--- src/rtl/nwm_pkg.sv ---
// Package for the nth-weekday-of-month block: item types, codes and
// small calendar helper functions. Depends on nothing.
package nwm_pkg;

    // Field widths fixed by the item formats.
    localparam int MONTH_W = 4;
    localparam int YEAR_W  = 14;
    localparam int WDAY_W  = 3;
    localparam int ACT_W   = 3;
    localparam int DAY_W   = 5;
    localparam int STAT_W  = 2;
    localparam int CFG_IDX_W = 2;

    // Adjusted year (year + 400, -1 before March), day-count sum widths.
    localparam int YADJ_W = 15;
    localparam int SUM_W  = 15;
    localparam int Q100_W = 8;
    localparam int PROD_W = 28;

    // floor(x / 100) == (x * 5243) >> 19 for every x below 43690.
    localparam logic [PROD_W-1:0] DIV100_MUL = PROD_W'(5243);
    localparam int DIV100_SHIFT = 19;

    // Configuration register indexes.
    localparam logic [CFG_IDX_W-1:0] REG_MONTH = CFG_IDX_W'(0);
    localparam logic [CFG_IDX_W-1:0] REG_YEAR  = CFG_IDX_W'(1);

    // Reset values of the configuration registers.
    localparam logic [MONTH_W-1:0] MONTH_RESET = MONTH_W'(1);
    localparam logic [YEAR_W-1:0]  YEAR_RESET  = YEAR_W'(2000);

    // Rule codes.
    localparam logic [ACT_W-1:0] ACT_TEENTH = ACT_W'(0);
    localparam logic [ACT_W-1:0] ACT_FIRST  = ACT_W'(1);
    localparam logic [ACT_W-1:0] ACT_FIFTH  = ACT_W'(5);
    localparam logic [ACT_W-1:0] ACT_LAST   = ACT_W'(6);

    // Weekday limit: Saturday.
    localparam logic [WDAY_W-1:0] WDAY_SAT = WDAY_W'(6);

    // Status codes.
    localparam logic [STAT_W-1:0] ST_OK    = STAT_W'(0);
    localparam logic [STAT_W-1:0] ST_RANGE = STAT_W'(1);
    localparam logic [STAT_W-1:0] ST_NONE  = STAT_W'(2);

    typedef struct packed {
        logic [WDAY_W-1:0] weekday;
        logic [ACT_W-1:0]  action;
    } nwm_query_t;

    typedef struct packed {
        logic [DAY_W-1:0]  day_of_month;
        logic [STAT_W-1:0] status;
    } nwm_result_t;

    // Calendar facts of the month travelling with each item.
    typedef struct packed {
        logic              month_ok;
        logic [2:0]        first_wday;
        logic [DAY_W-1:0]  days;
        logic [WDAY_W-1:0] weekday;
        logic [ACT_W-1:0]  action;
    } nwm_cal_t;

    // Remainder modulo 7 by folding octal digits, since 8 is 1 modulo 7.
    function automatic logic [2:0] mod7(input logic [SUM_W-1:0] v);
        logic [5:0] s;
        logic [3:0] t;
        s = 6'(v[2:0]) + 6'(v[5:3]) + 6'(v[8:6]) + 6'(v[11:9]) + 6'(v[14:12]);
        t = 4'(s[2:0]) + 4'(s[5:3]);
        if (t >= 4'd7)
        begin
            t = t - 4'd7;
        end
        return t[2:0];
    endfunction

    // Day offsets of the months for the weekday formula.
    function automatic logic [2:0] month_offset(input logic [MONTH_W-1:0] m);
        logic [2:0] r;
        case (m)
            4'd1:    r = 3'd0;
            4'd2:    r = 3'd3;
            4'd3:    r = 3'd2;
            4'd4:    r = 3'd5;
            4'd5:    r = 3'd0;
            4'd6:    r = 3'd3;
            4'd7:    r = 3'd5;
            4'd8:    r = 3'd1;
            4'd9:    r = 3'd4;
            4'd10:   r = 3'd6;
            4'd11:   r = 3'd2;
            4'd12:   r = 3'd4;
            default: r = 3'd0;
        endcase
        return r;
    endfunction

    // Number of days in a month.
    function automatic logic [DAY_W-1:0] month_days(input logic [MONTH_W-1:0] m,
                                                    input logic leap);
        logic [DAY_W-1:0] r;
        case (m)
            4'd4, 4'd6, 4'd9, 4'd11: r = DAY_W'(30);
            4'd2:                    r = leap ? DAY_W'(29) : DAY_W'(28);
            default:                 r = DAY_W'(31);
        endcase
        return r;
    endfunction

endpackage

--- src/rtl/nwm_cal.sv ---
// Calendar pipeline: four register stages that find the weekday of the
// first of the month and the month length. Depends on nwm_pkg.
module nwm_cal
(
    input  logic                          clk,
    input  logic                          rst_n,
    input  logic                          up_valid,
    output logic                          up_stall,
    input  nwm_pkg::nwm_query_t           up_item,
    input  logic [nwm_pkg::MONTH_W-1:0]   month,
    input  logic [nwm_pkg::YEAR_W-1:0]    year,
    output logic                          dn_valid,
    input  logic                          dn_stall,
    output nwm_pkg::nwm_cal_t             dn_item
);

    // Stage valid bits.
    logic v1_reg, v2_reg, v3_reg, v4_reg;
    logic adv1, adv2, adv3, adv4;

    // Stage 1: item, month and adjusted year.
    nwm_pkg::nwm_query_t               q1_reg;
    logic [nwm_pkg::MONTH_W-1:0]       m1_reg;
    logic [nwm_pkg::YEAR_W-1:0]        yr1_reg;
    logic [nwm_pkg::YADJ_W-1:0]        y1_reg;
    logic [nwm_pkg::YADJ_W-1:0]        y1_next;

    // Stage 2: centuries of the adjusted year and of the year itself.
    nwm_pkg::nwm_query_t               q2_reg;
    logic [nwm_pkg::MONTH_W-1:0]       m2_reg;
    logic [nwm_pkg::YEAR_W-1:0]        yr2_reg;
    logic [nwm_pkg::YADJ_W-1:0]        y2_reg;
    logic [nwm_pkg::Q100_W-1:0]        c2_reg;
    logic [nwm_pkg::Q100_W-1:0]        c2_next;
    logic [nwm_pkg::Q100_W-1:0]        cy2_reg;
    logic [nwm_pkg::Q100_W-1:0]        cy2_next;
    logic [nwm_pkg::PROD_W-1:0]        prod_y;
    logic [nwm_pkg::PROD_W-1:0]        prod_yr;

    // Stage 3: weekday sum and month length.
    nwm_pkg::nwm_query_t               q3_reg;
    logic                              ok3_reg;
    logic [nwm_pkg::SUM_W-1:0]         sum3_reg;
    logic [nwm_pkg::SUM_W-1:0]         sum3_next;
    logic [nwm_pkg::DAY_W-1:0]         dim3_reg;
    logic [nwm_pkg::DAY_W-1:0]         dim3_next;
    logic [nwm_pkg::YEAR_W-1:0]        rem100;
    logic                              leap;

    // Stage 4: weekday of the first.
    nwm_pkg::nwm_cal_t                 c4_reg;
    nwm_pkg::nwm_cal_t                 c4_next;

    // A stage loads when it is empty or its contents move on.
    assign adv4     = !v4_reg || !dn_stall;
    assign adv3     = !v3_reg || adv4;
    assign adv2     = !v2_reg || adv3;
    assign adv1     = !v1_reg || adv2;
    assign up_stall = !adv1;

    // Valid bits travel with the data.
    always_ff @(posedge clk or negedge rst_n)
    begin
        if (!rst_n)
        begin
            v1_reg <= 1'b0;
            v2_reg <= 1'b0;
            v3_reg <= 1'b0;
            v4_reg <= 1'b0;
        end
        else
        begin
            if (adv1)
            begin
                v1_reg <= up_valid;
            end
            if (adv2)
            begin
                v2_reg <= v1_reg;
            end
            if (adv3)
            begin
                v3_reg <= v2_reg;
            end
            if (adv4)
            begin
                v4_reg <= v3_reg;
            end
        end
    end

    // January and February count in the previous year; a whole
    // 400-year cycle is added so the year never goes negative.
    always_comb
    begin
        y1_next = nwm_pkg::YADJ_W'(year) + nwm_pkg::YADJ_W'(400)
                  - ((month < nwm_pkg::MONTH_W'(3)) ? nwm_pkg::YADJ_W'(1)
                                                    : nwm_pkg::YADJ_W'(0));
    end

    // Division by 100 through a reciprocal multiply.
    always_comb
    begin
        prod_y   = nwm_pkg::PROD_W'(y1_reg) * nwm_pkg::DIV100_MUL;
        prod_yr  = nwm_pkg::PROD_W'(yr1_reg) * nwm_pkg::DIV100_MUL;
        c2_next  = prod_y[nwm_pkg::DIV100_SHIFT +: nwm_pkg::Q100_W];
        cy2_next = prod_yr[nwm_pkg::DIV100_SHIFT +: nwm_pkg::Q100_W];
    end

    // Weekday sum y + y/4 - y/100 + y/400 + offset + 1, and the leap rule.
    always_comb
    begin
        sum3_next = y2_reg + (y2_reg >> 2)
                    - nwm_pkg::SUM_W'(c2_reg) + nwm_pkg::SUM_W'(c2_reg >> 2)
                    + nwm_pkg::SUM_W'(nwm_pkg::month_offset(m2_reg))
                    + nwm_pkg::SUM_W'(1);
        rem100    = yr2_reg - nwm_pkg::YEAR_W'(cy2_reg) * nwm_pkg::YEAR_W'(100);
        leap      = ((yr2_reg[1:0] == 2'b00) && (rem100 != '0))
                    || ((rem100 == '0) && (cy2_reg[1:0] == 2'b00));
        dim3_next = nwm_pkg::month_days(m2_reg, leap);
    end

    // Reduce the sum to a weekday.
    always_comb
    begin
        c4_next.month_ok   = ok3_reg;
        c4_next.first_wday = nwm_pkg::mod7(sum3_reg);
        c4_next.days       = dim3_reg;
        c4_next.weekday    = q3_reg.weekday;
        c4_next.action     = q3_reg.action;
    end

    // Stage data registers.
    always_ff @(posedge clk)
    begin
        if (adv1)
        begin
            q1_reg  <= up_item;
            m1_reg  <= month;
            yr1_reg <= year;
            y1_reg  <= y1_next;
        end
        if (adv2)
        begin
            q2_reg  <= q1_reg;
            m2_reg  <= m1_reg;
            yr2_reg <= yr1_reg;
            y2_reg  <= y1_reg;
            c2_reg  <= c2_next;
            cy2_reg <= cy2_next;
        end
        if (adv3)
        begin
            q3_reg   <= q2_reg;
            ok3_reg  <= (m2_reg >= nwm_pkg::MONTH_W'(1))
                        && (m2_reg <= nwm_pkg::MONTH_W'(12));
            sum3_reg <= sum3_next;
            dim3_reg <= dim3_next;
        end
        if (adv4)
        begin
            c4_reg <= c4_next;
        end
    end

    assign dn_valid = v4_reg;
    assign dn_item  = c4_reg;

endmodule

--- src/rtl/nwm_pick.sv ---
// Rule stage: applies the query rule to the month's calendar facts and
// holds the result in the output register. Depends on nwm_pkg.
module nwm_pick
(
    input  logic                 clk,
    input  logic                 rst_n,
    input  logic                 up_valid,
    output logic                 up_stall,
    input  nwm_pkg::nwm_cal_t    up_item,
    output logic                 dn_valid,
    input  logic                 dn_stall,
    output nwm_pkg::nwm_result_t dn_item
);

    logic                        valid_reg;
    nwm_pkg::nwm_result_t        res_reg;
    nwm_pkg::nwm_result_t        res_next;
    logic                        adv;

    logic [nwm_pkg::SUM_W-1:0]   t;
    logic [nwm_pkg::SUM_W-1:0]   w1;
    logic [nwm_pkg::SUM_W-1:0]   dim;
    logic [2:0]                  first_off;
    logic [2:0]                  w13;
    logic [2:0]                  wl;
    logic [5:0]                  nth_day;
    logic [nwm_pkg::DAY_W-1:0]   teen_day;
    logic [nwm_pkg::DAY_W-1:0]   last_day;

    assign adv      = !valid_reg || !dn_stall;
    assign up_stall = !adv;

    // Candidate days for each rule.
    always_comb
    begin
        t         = nwm_pkg::SUM_W'(up_item.weekday);
        w1        = nwm_pkg::SUM_W'(up_item.first_wday);
        dim       = nwm_pkg::SUM_W'(up_item.days);
        first_off = nwm_pkg::mod7(t + nwm_pkg::SUM_W'(7) - w1);
        w13       = nwm_pkg::mod7(w1 + nwm_pkg::SUM_W'(12));
        wl        = nwm_pkg::mod7(w1 + dim - nwm_pkg::SUM_W'(1));
        teen_day  = nwm_pkg::DAY_W'(13) + nwm_pkg::DAY_W'(
                        nwm_pkg::mod7(t + nwm_pkg::SUM_W'(7) - nwm_pkg::SUM_W'(w13)));
        last_day  = up_item.days - nwm_pkg::DAY_W'(
                        nwm_pkg::mod7(nwm_pkg::SUM_W'(wl) + nwm_pkg::SUM_W'(7) - t));
        nth_day   = 6'd1 + 6'(first_off)
                    + 6'd7 * 6'(up_item.action - nwm_pkg::ACT_FIRST);
    end

    // Select the rule and the status.
    always_comb
    begin
        res_next.day_of_month = '0;
        res_next.status       = nwm_pkg::ST_NONE;
        if (!up_item.month_ok)
        begin
            res_next.status = nwm_pkg::ST_RANGE;
        end
        else if (up_item.weekday <= nwm_pkg::WDAY_SAT)
        begin
            if (up_item.action == nwm_pkg::ACT_TEENTH)
            begin
                res_next.day_of_month = teen_day;
                res_next.status       = nwm_pkg::ST_OK;
            end
            else if (up_item.action <= nwm_pkg::ACT_FIFTH)
            begin
                if (nth_day <= 6'(up_item.days))
                begin
                    res_next.day_of_month = nth_day[nwm_pkg::DAY_W-1:0];
                    res_next.status       = nwm_pkg::ST_OK;
                end
            end
            else if (up_item.action == nwm_pkg::ACT_LAST)
            begin
                res_next.day_of_month = last_day;
                res_next.status       = nwm_pkg::ST_OK;
            end
        end
    end

    // Output register.
    always_ff @(posedge clk or negedge rst_n)
    begin
        if (!rst_n)
        begin
            valid_reg <= 1'b0;
        end
        else if (adv)
        begin
            valid_reg <= up_valid;
        end
    end

    always_ff @(posedge clk)
    begin
        if (adv)
        begin
            res_reg <= res_next;
        end
    end

    assign dn_valid = valid_reg;
    assign dn_item  = res_reg;

endmodule

--- src/rtl/nth_weekday_of_month.sv ---
// Top level of the nth-weekday-of-month block: configuration registers,
// calendar pipeline and rule stage. Depends on nwm_pkg, nwm_cal, nwm_pick.
//
// Usage:
//   cal_month and cal_year are written through the cfg channel (index 0 and
//   1, cfg_ready is always high; other indexes are ignored). Write them only
//   while no item is in flight.
//   Each query item carries a weekday (0 Sunday .. 6 Saturday) and an
//   action (0 teenth, 1..5 first..fifth, 6 last). Each query gives exactly
//   one result item with day_of_month and status.
//   Pipeline: a result passes through five register stages (year adjust,
//   divide by 100, weekday sum and month length, modulo 7, rule select and
//   output register).
//   Throughput: one item per cycle while no stall holds the pipeline.
//   Stall: when result_stall holds a waiting result, earlier stages keep
//   filling their empty slots; query_stall rises only once every stage
//   holds an item.
//   Reset: all stages are emptied, cal_month returns to 1 and cal_year to
//   2000.
module nth_weekday_of_month
(
    input  logic                            clk,
    input  logic                            rst_n,
    input  logic                            query_valid,
    output logic                            query_stall,
    input  nwm_pkg::nwm_query_t             query,
    output logic                            result_valid,
    input  logic                            result_stall,
    output nwm_pkg::nwm_result_t            result,
    input  logic                            cfg_valid,
    output logic                            cfg_ready,
    input  logic [nwm_pkg::CFG_IDX_W-1:0]   cfg_index,
    input  logic [nwm_pkg::YEAR_W-1:0]      cfg_data
);

    logic [nwm_pkg::MONTH_W-1:0] cal_month_reg;
    logic [nwm_pkg::YEAR_W-1:0]  cal_year_reg;

    logic                        cal_valid;
    logic                        cal_stall;
    nwm_pkg::nwm_cal_t           cal_item;

    assign cfg_ready = 1'b1;

    // Configuration registers.
    always_ff @(posedge clk or negedge rst_n)
    begin
        if (!rst_n)
        begin
            cal_month_reg <= nwm_pkg::MONTH_RESET;
            cal_year_reg  <= nwm_pkg::YEAR_RESET;
        end
        else if (cfg_valid && cfg_ready)
        begin
            case (cfg_index)
                nwm_pkg::REG_MONTH: cal_month_reg <= cfg_data[nwm_pkg::MONTH_W-1:0];
                nwm_pkg::REG_YEAR:  cal_year_reg  <= cfg_data;
                default:            ;
            endcase
        end
    end

    // Calendar pipeline.
    nwm_cal u_cal
    (
        .clk      (clk),
        .rst_n    (rst_n),
        .up_valid (query_valid),
        .up_stall (query_stall),
        .up_item  (query),
        .month    (cal_month_reg),
        .year     (cal_year_reg),
        .dn_valid (cal_valid),
        .dn_stall (cal_stall),
        .dn_item  (cal_item)
    );

    // Rule stage and output register.
    nwm_pick u_pick
    (
        .clk      (clk),
        .rst_n    (rst_n),
        .up_valid (cal_valid),
        .up_stall (cal_stall),
        .up_item  (cal_item),
        .dn_valid (result_valid),
        .dn_stall (result_stall),
        .dn_item  (result)
    );

    // A successful result always names a real day.
    assert property (@(posedge clk) disable iff (!rst_n)
        (result_valid && result.status == nwm_pkg::ST_OK) |-> (result.day_of_month != '0))
    else $error("successful result with day zero");

    // A failed result always carries day zero.
    assert property (@(posedge clk) disable iff (!rst_n)
        (result_valid && result.status != nwm_pkg::ST_OK) |-> (result.day_of_month == '0))
    else $error("failed result with nonzero day");

    // With the output register empty the whole pipeline can move.
    assert property (@(posedge clk) disable iff (!rst_n)
        !result_valid |-> !query_stall)
    else $error("query stalled while the output register is empty");

endmodule

--- config.mk ---
export PLATFORM = sky130hd
export DESIGN_NAME = nth_weekday_of_month
export DESIGN_NICKNAME = d
export VERILOG_FILES = /design/src/rtl/nwm_pkg.sv /design/src/rtl/nwm_cal.sv /design/src/rtl/nwm_pick.sv /design/src/rtl/nth_weekday_of_month.sv
export SDC_FILE = /design/constraint.sdc
export NUM_CORES = 1
export LEC_CHECK = 0
export BUFFER_PORTS_ARGS = -buffer_cell sky130_fd_sc_hd__buf_4
export CORE_MARGIN = 8
export CORE_UTILIZATION = 45
export DETAILED_ROUTE_END_ITERATION = 10
export PLACE_DENSITY_LB_ADDON = 0.15
export SETUP_SLACK_MARGIN = 0.3
export SLEW_MARGIN = 20
export SYNTH_ARGS = -nofsm -noshare
export SYNTH_HDL_FRONTEND = slang
export SYNTH_HIERARCHICAL = 1
export SYNTH_SLANG_ARGS = --single-unit
--- constraint.sdc ---
create_clock -name clk -period 17.3 [get_ports clk]
set_input_delay 0.865 -clock clk [delete_from_list [all_inputs] [get_ports clk]]
set_output_delay 0.865 -clock clk [all_outputs]
set_load 0.03 [all_outputs]
# Word-level counts from Yosys, hierarchy flattened
# Memories as Yosys holds them, arrays and structs flattened. A register that Yosys moved wholly into a read port is not among the register bits.
# Cells that the tools add are included.
totals:
  register_bits: 166
  latchBits: 0
  ram_bits: 0
  mem_bits_ro: 48
  input_bits: 27
  output_inout_bits: 10
  word_cells: 153
  n_memories: 1
memory_table:
  columns: ["name", "depth", "width", "rd", "rd_ports_with_merged_regs", "write_ports", "line", "text"]
  rows:
  - ["(no name shown)", 16, 3, 1, 1, 0, "nwm_pkg.sv:81", "case (m)"]
classes:
  add_sub_neg: 57
  n_mul: 4
  n_div: 0
  order_cmp: 12
  eq_ne: 7
  n_shift: 0
  mux: 15
  bitwise_logic: 0
  reduce_logical: 26
ops:
  columns: ["op", "count"]
  rows:
  - ["adder 6 x 3 -> 6 bit", 15]
  - ["adder 3 x 3 -> 4 bit", 12]
  - ["subtractor 15 x 3 -> 15 bit", 3]
  - ["two-way mux 7 bit", 4]
  - ["multiplier 14 x 13 -> 27 bit (second input constant)", 1]
  - ["multiplier 15 x 13 -> 27 bit (second input constant)", 1]
  - [">= comparator 4 x 3 -> 1 bit (second input constant)", 6]
  - ["adder 6 x 3 -> 6 bit (second input constant)", 3]
  - ["two-way mux 3 bit", 6]
  - ["subtractor 3 bit (second input constant)", 6]
  - ["adder 14 x 9 -> 15 bit (second input constant)", 1]
  - ["adder 15 x 1 -> 15 bit (second input constant)", 1]
  - ["adder 15 x 13 -> 15 bit", 1]
  - ["adder 15 x 3 -> 15 bit", 1]
  - ["adder 15 x 6 -> 15 bit", 1]
  - ["subtractor 15 x 1 -> 15 bit (second input constant)", 1]
  - ["subtractor 15 bit", 1]
  - ["subtractor 15 x 8 -> 15 bit", 1]
  - ["zero test 14 bit", 1]
  - ["nonzero test 14 bit", 1]
  - ["subtractor 14 bit", 1]
  - ["multiplier 8 x 5 -> 12 bit (second input constant)", 1]
  - ["case mux 5 bit (2 select lines)", 1]
  - ["adder 3 x 3 -> 4 bit (second input constant)", 2]
  - ["other kinds (28)", 49]

# Longest topological paths before layout
depth:
  depth_word: 23
  mapped_depth: 54

# Modules after synthesis
# The synthesis kept the hierarchy.
by_module_without_submodules:
  columns: ["module", "instances", "cells_per_inst", "area_per_inst_um2", "seq_area_each_um2"]
  rows:
  - ["nwm_cal", 1, 1297, 14585.2, 4063.9]
  - ["nwm_pick", 1, 372, 3418.3, 235.2]
  - ["nth_weekday_of_month", 1, 41, 754.5, 459.2]

# Worst setup path after synthesis
# No wires, ideal clock.
synth_path:
  kind: "reg2reg"
  start: "register u_cal.c4_reg, in the netlist u_cal/dn_item[13]"
  end: "register u_pick.res_reg, in the netlist u_pick/dn_item[4], data pin"
  arrival_ns: 9.538
  t_required_ns: 17.029
  setup_slack_ns: 7.491
  stages_incl_launch_ff: 46
  n_path_buf: 0
  cell_sequence: "edfxtp_1 -> inv_1 -> ha_1 -> inv_1 -> ha_1 -> a21o_1 -> a21oi_1 -> xor2_1 -> ha_1 -> a21o_1 -> a21oi_1 -> xor2_1 -> ha_1 -> inv_1 -> fa_1 -> inv_1 -> ha_1 -> inv_1 -> [... 10 more ...] -> inv_1 -> fa_1 -> ha_1 -> fa_1 -> xor2_1 -> ha_1 -> inv_1 -> fa_1 -> inv_1 -> ha_1 -> a21oi_1 -> xnor2_1 -> ha_1 -> inv_1 -> fa_1 -> xor2_1 -> a21oi_1 -> a221oi_1"
synth_via:
  elab_chain_len: 22
  elab_cells_between_ends: 56
  classes_between: "41 x add/sub; 6 x order compare; 9 x mux"
synth_rtl:
  columns: ["item", "line", "text"]
  rows:
  - ["from (decl)", "nwm_cal.sv:51", "nwm_pkg::nwm_cal_t c4_reg;"]
  - ["from (signal assigned)", "nwm_cal.sv:162", "c4_reg <= c4_next;"]
  - ["adder 3 x 5 -> 6 bit", "nwm_pick.sv:41", "wl = nwm_pkg::mod7(w1 + dim - nwm_pkg::SUM_W'(1));"]
  - ["subtractor 15 x 1 -> 15 bit", "nwm_pick.sv:41", null]
  - ["adder 3 x 3 -> 4 bit", "nwm_pkg.sv:69", "s = 6'(v[2:0]) + 6'(v[5:3]) + 6'(v[8:6]) + 6'(v[11:9]) + 6'(v[14:12]);"]
  - ["adder 6 x 3 -> 6 bit (3 in a row)", "nwm_pkg.sv:69", null]
  - ["adder 3 x 3 -> 4 bit", "nwm_pkg.sv:70", "t = 4'(s[2:0]) + 4'(s[5:3]);"]
  - [">= comparator 4 x 3 -> 1 bit or subtractor 3 bit (tied branches)", "nwm_pkg.sv:71, nwm_pkg.sv:73", null]
  - ["two-way mux 3 bit", "nwm_pkg.sv:71", "if (t >= 4'd7)"]
  - ["adder 3 x 3 -> 4 bit", "nwm_pick.sv:45", "nwm_pkg::mod7(nwm_pkg::SUM_W'(wl) + nwm_pkg::SUM_W'(7) - t));"]
  - ["[... 2 more ...]", null, null]
  - ["adder 6 x 3 -> 6 bit (3 in a row)", "nwm_pkg.sv:69", null]
  - ["adder 3 x 3 -> 4 bit", "nwm_pkg.sv:70", null]
  - [">= comparator 4 x 3 -> 1 bit or subtractor 3 bit (tied branches)", "nwm_pkg.sv:71, nwm_pkg.sv:73", null]
  - ["two-way mux 3 bit", "nwm_pkg.sv:71", null]
  - ["subtractor 5 x 3 -> 5 bit", "nwm_pick.sv:44", "last_day = up_item.days - nwm_pkg::DAY_W'("]
  - ["two-way mux 7 bit", "nwm_pick.sv:74", "else if (up_item.action == nwm_pkg::ACT_LAST)"]
  - ["two-way mux 7 bit", "nwm_pick.sv:66", "else if (up_item.action <= nwm_pkg::ACT_FIFTH)"]
  - ["two-way mux 7 bit (*)", "nwm_pick.sv:61", "if (up_item.action == nwm_pkg::ACT_TEENTH)"]
  - ["to (signal assigned)", "nwm_pick.sv:99", "res_reg <= res_next;"]
  - ["to (decl)", "nwm_pick.sv:16", "nwm_pkg::nwm_result_t res_reg;"]
# Every way passes the cells marked *; elsewhere a longest branch is shown, timed or not.
# A chain may end at the register's enable or synchronous reset.

# Final worst setup path
# Same ends and word-level chain as after synthesis.

==> impl_metrics.ini <==
[detailed_routing]
drtAntennaViolNets = 0
drc = 0
via_per_inst = 4.84
drt_iter0_markers = 363
wirelength_mm = 33.8
firstDrtPassIters = 4
vias = 11207
wl_per_cell_um = 14.6

[clock_tree]
htree_levels = 4
clock_latency_ns = 0.44
cts_max_path_buffers = 2
cts_tree = built
cts-root-buf = clkbuf_16
clk_pin_slew_ns = 0.07
cts_buffers = 17
cts_sinks = 163
hold_buffers = 0
cts-resized-gates = 0
cts_setup_buffers = 0

[sta]
worst_pin_slew_ns = 0.855
period_minus_slack_ns = 10.69
clock.fmax_mhz = 93.6
fin_crit_sh_pct = 61.8
rsz0062_at_grt = no
slew-limit-headroom_pct = 43.0
setup_viol_count_final = 0
fin_setup_tns_ns = 0
finalHoldViolations = 0
final_max_slew_viol_count = 0
skew_ns = 0.0103

[logic_synthesis]
synth_top_area_cell = ha_1
syn_area_per_cell_um2 = 11.0
synth_edf_count = 137
syn_inst = 1710
yosys_warnings = 6
yosysSeqAreaShare_pct = 25.4
synth_top_area_share_pct = 25.7
synth_flop_cell = edfxtp_1
synth_area_um2 = 18800
ys_types = 74
ys_ff_latch = 163
yosys-top-cells-area = ha_1, edfxtp_1, fa_1
async_flop_share_pct = 14.1

[grt]
grt_pass1_wl_mm = 58.7
antenna_found_initial = 0
gr-usage-all-layers_pct = 15.2
grt_max_degree = 62
grt_pass1_vias = 12105
overflow = 0

[floorplanning]
dieArea_um2 = 48500
rows = 75
ios = 37
core_um2 = 41600
die-width_um = 220
die_y_um = 220
start_util_pct = 45.1

[cells_and_area]
antenna_cells = 0
seqCellArea_um2 = 4760
fillCellCount = 3837
multi_input_area_um2 = 12200
area_growth_pct = 8.01
drive_gt1_share_pct = 7.21
finalNetCount = 2367

[setup_path]
cpMostUsedCell = inv_1
cp-start-kind = register
arrival_ns = 10.85
crit_fanout = 5
cp_slowest_stage_delay_ns = 0.61
critPathRequiredTime_ns = 17.46
crit_path_end_kind = register
slowest_stage = a211oi_1
crit_type = register to register

[place]
dp_hpwl_mm = 29.3
place.gp.congestion = 0.835
io_buffer_count = 35

[flow_run]
max_cap_viol_count = 0

[status]
status = completed

[hold_path]
hold_class = input port to async pin
==> routing by layer <==
layer / part of all wire, % / track usage, % / vias to the layer above / wire, um
met3: 1.8 / 1.98 / 26 / 613
met1: 47 / 19.5 / 5420 / 15900
li1: - / - / 5675 / -
met4: 1.4 / 3.60 / 0 / 466
met5: 0 / 0 / - / 0
met2: 50 / 27.1 / 86 / 16800
==> worst max-delay path, delay by kind of cell (launching register included) <==
family                   cells  cell delay, ns
AO/OA/AOI/OAI                8            1.88
adder cells (fa/ha/maj)     18            5.89
buffers and inverters       11            0.87
XOR/XNOR                     6            1.06
AND/OR/NAND/NOR              2            0.26
flip-flops                   1            0.46
==> worst paths after layout <==
kind	startpoint	end	slack [ns]	cells past startpoint
worst max-delay path	u_cal/dn_item[13]	u_pick/dn_item[4]	6.61	45
worst min-delay path	rst_n	cal_year_reg[11]	0.32	1
worst max register to register	u_cal/dn_item[13]	u_pick/dn_item[4]	6.61	45
worst min register to register	u_cal/c4_next[1]	u_cal/dn_item[1]	0.42	0
max in group asynchronous	rst_n	cal_month_reg[0]	16.67	1
min in group clk	u_cal/c4_next[1]	u_cal/dn_item[1]	0.42	0
==> placed cells by master, fill, tap and decap left out, types with 13 or more instances in the layout <==
master     Yosys  final
inv_1        464    464
ha_1         385    385
fa_1         192    192
edfxtp_1     137    137
a21oi_1       63     63
xnor2_1       58     58
xor2_1        41     41
buf_4          4     38
nand2_1       39     38
a21o_1        36     36
nor2_1        36     36
o21ai_0       19     19
clkbuf_16      0     17
nand3_1       17     17
dfrtp_1       16     16
nor2b_1       14     14
mux2i_1       14     14
nor3_1        13     13
==> layout make-up <==
cell class | count | share of cell area [%]
Clock buffer | 18 | 2.12
Clock inverter | 14 | 0.735
Inverter | 464 | 8.60
Multi-Input combinational cell | 1079 | 60.3
Sequential cell | 163 | 23.5
Tap cell | 539 | 3.33
Timing Repair Buffer | 38 | 1.41
==> kinds of logic (layout without fill, tap and decap cells) <==
logic type | after synthesis | count (layout) | synth area share (%)
other cells | 2 | 4 | 0.0400
xor+xnor | 101 | 101 | 4.80
fa+ha+maj | 577 | 577 | 46.2
mux | 35 | 35 | 2.21
flops | 163 | 163 | 25.4
buf+inv | 470 | 534 | 9.53
compound gates | 187 | 187 | 6.98
simple gates | 175 | 175 | 4.92
==> through the flow <==
| stage | utilization, % | cells | setup WS, ns | hold slack, ns | area [um^2] |
|---|---|---|---|---|---|
| after floorplan | - | 1712 | 7.49 | 0.400 | 18800 |
| after global placement | 47.3 | 2283 | 7.00 | 0.403 | 19700 |
| after detailed placement | 47.3 | 2283 | 6.61 | 0.405 | 19700 |
| after CTS | 48.7 | 2315 | 6.58 | 0.310 | 20300 |
| after global routing | 48.7 | 2315 | 5.85 | 0.319 | 20300 |
| final | 48.7 | 2315 | 6.61 | 0.320 | 20300 |
==> cells in the mapped netlist (all sizes together) (4+ instances only) <==
library cell  number
a211oi            13
a21o              37
a21oi             71
and2              10
and3               5
buf                5
dfrtp             16
dfstp              7
edfxtp           137
fa               192
ha               385
inv              464
mux2              21
mux2i             14
nand2             39
nand2b            10
nand3             17
nand3b             5
nand4              9
nor2              36
nor2b             14
nor3              14
nor3b              4
o21ai             25
o41ai              4
or3                4
xnor2             58
xor2              43
Power is left out: the tool's default activity adds up to more than one toggle a clock period on the data nets, which glitch-free logic cannot reach.
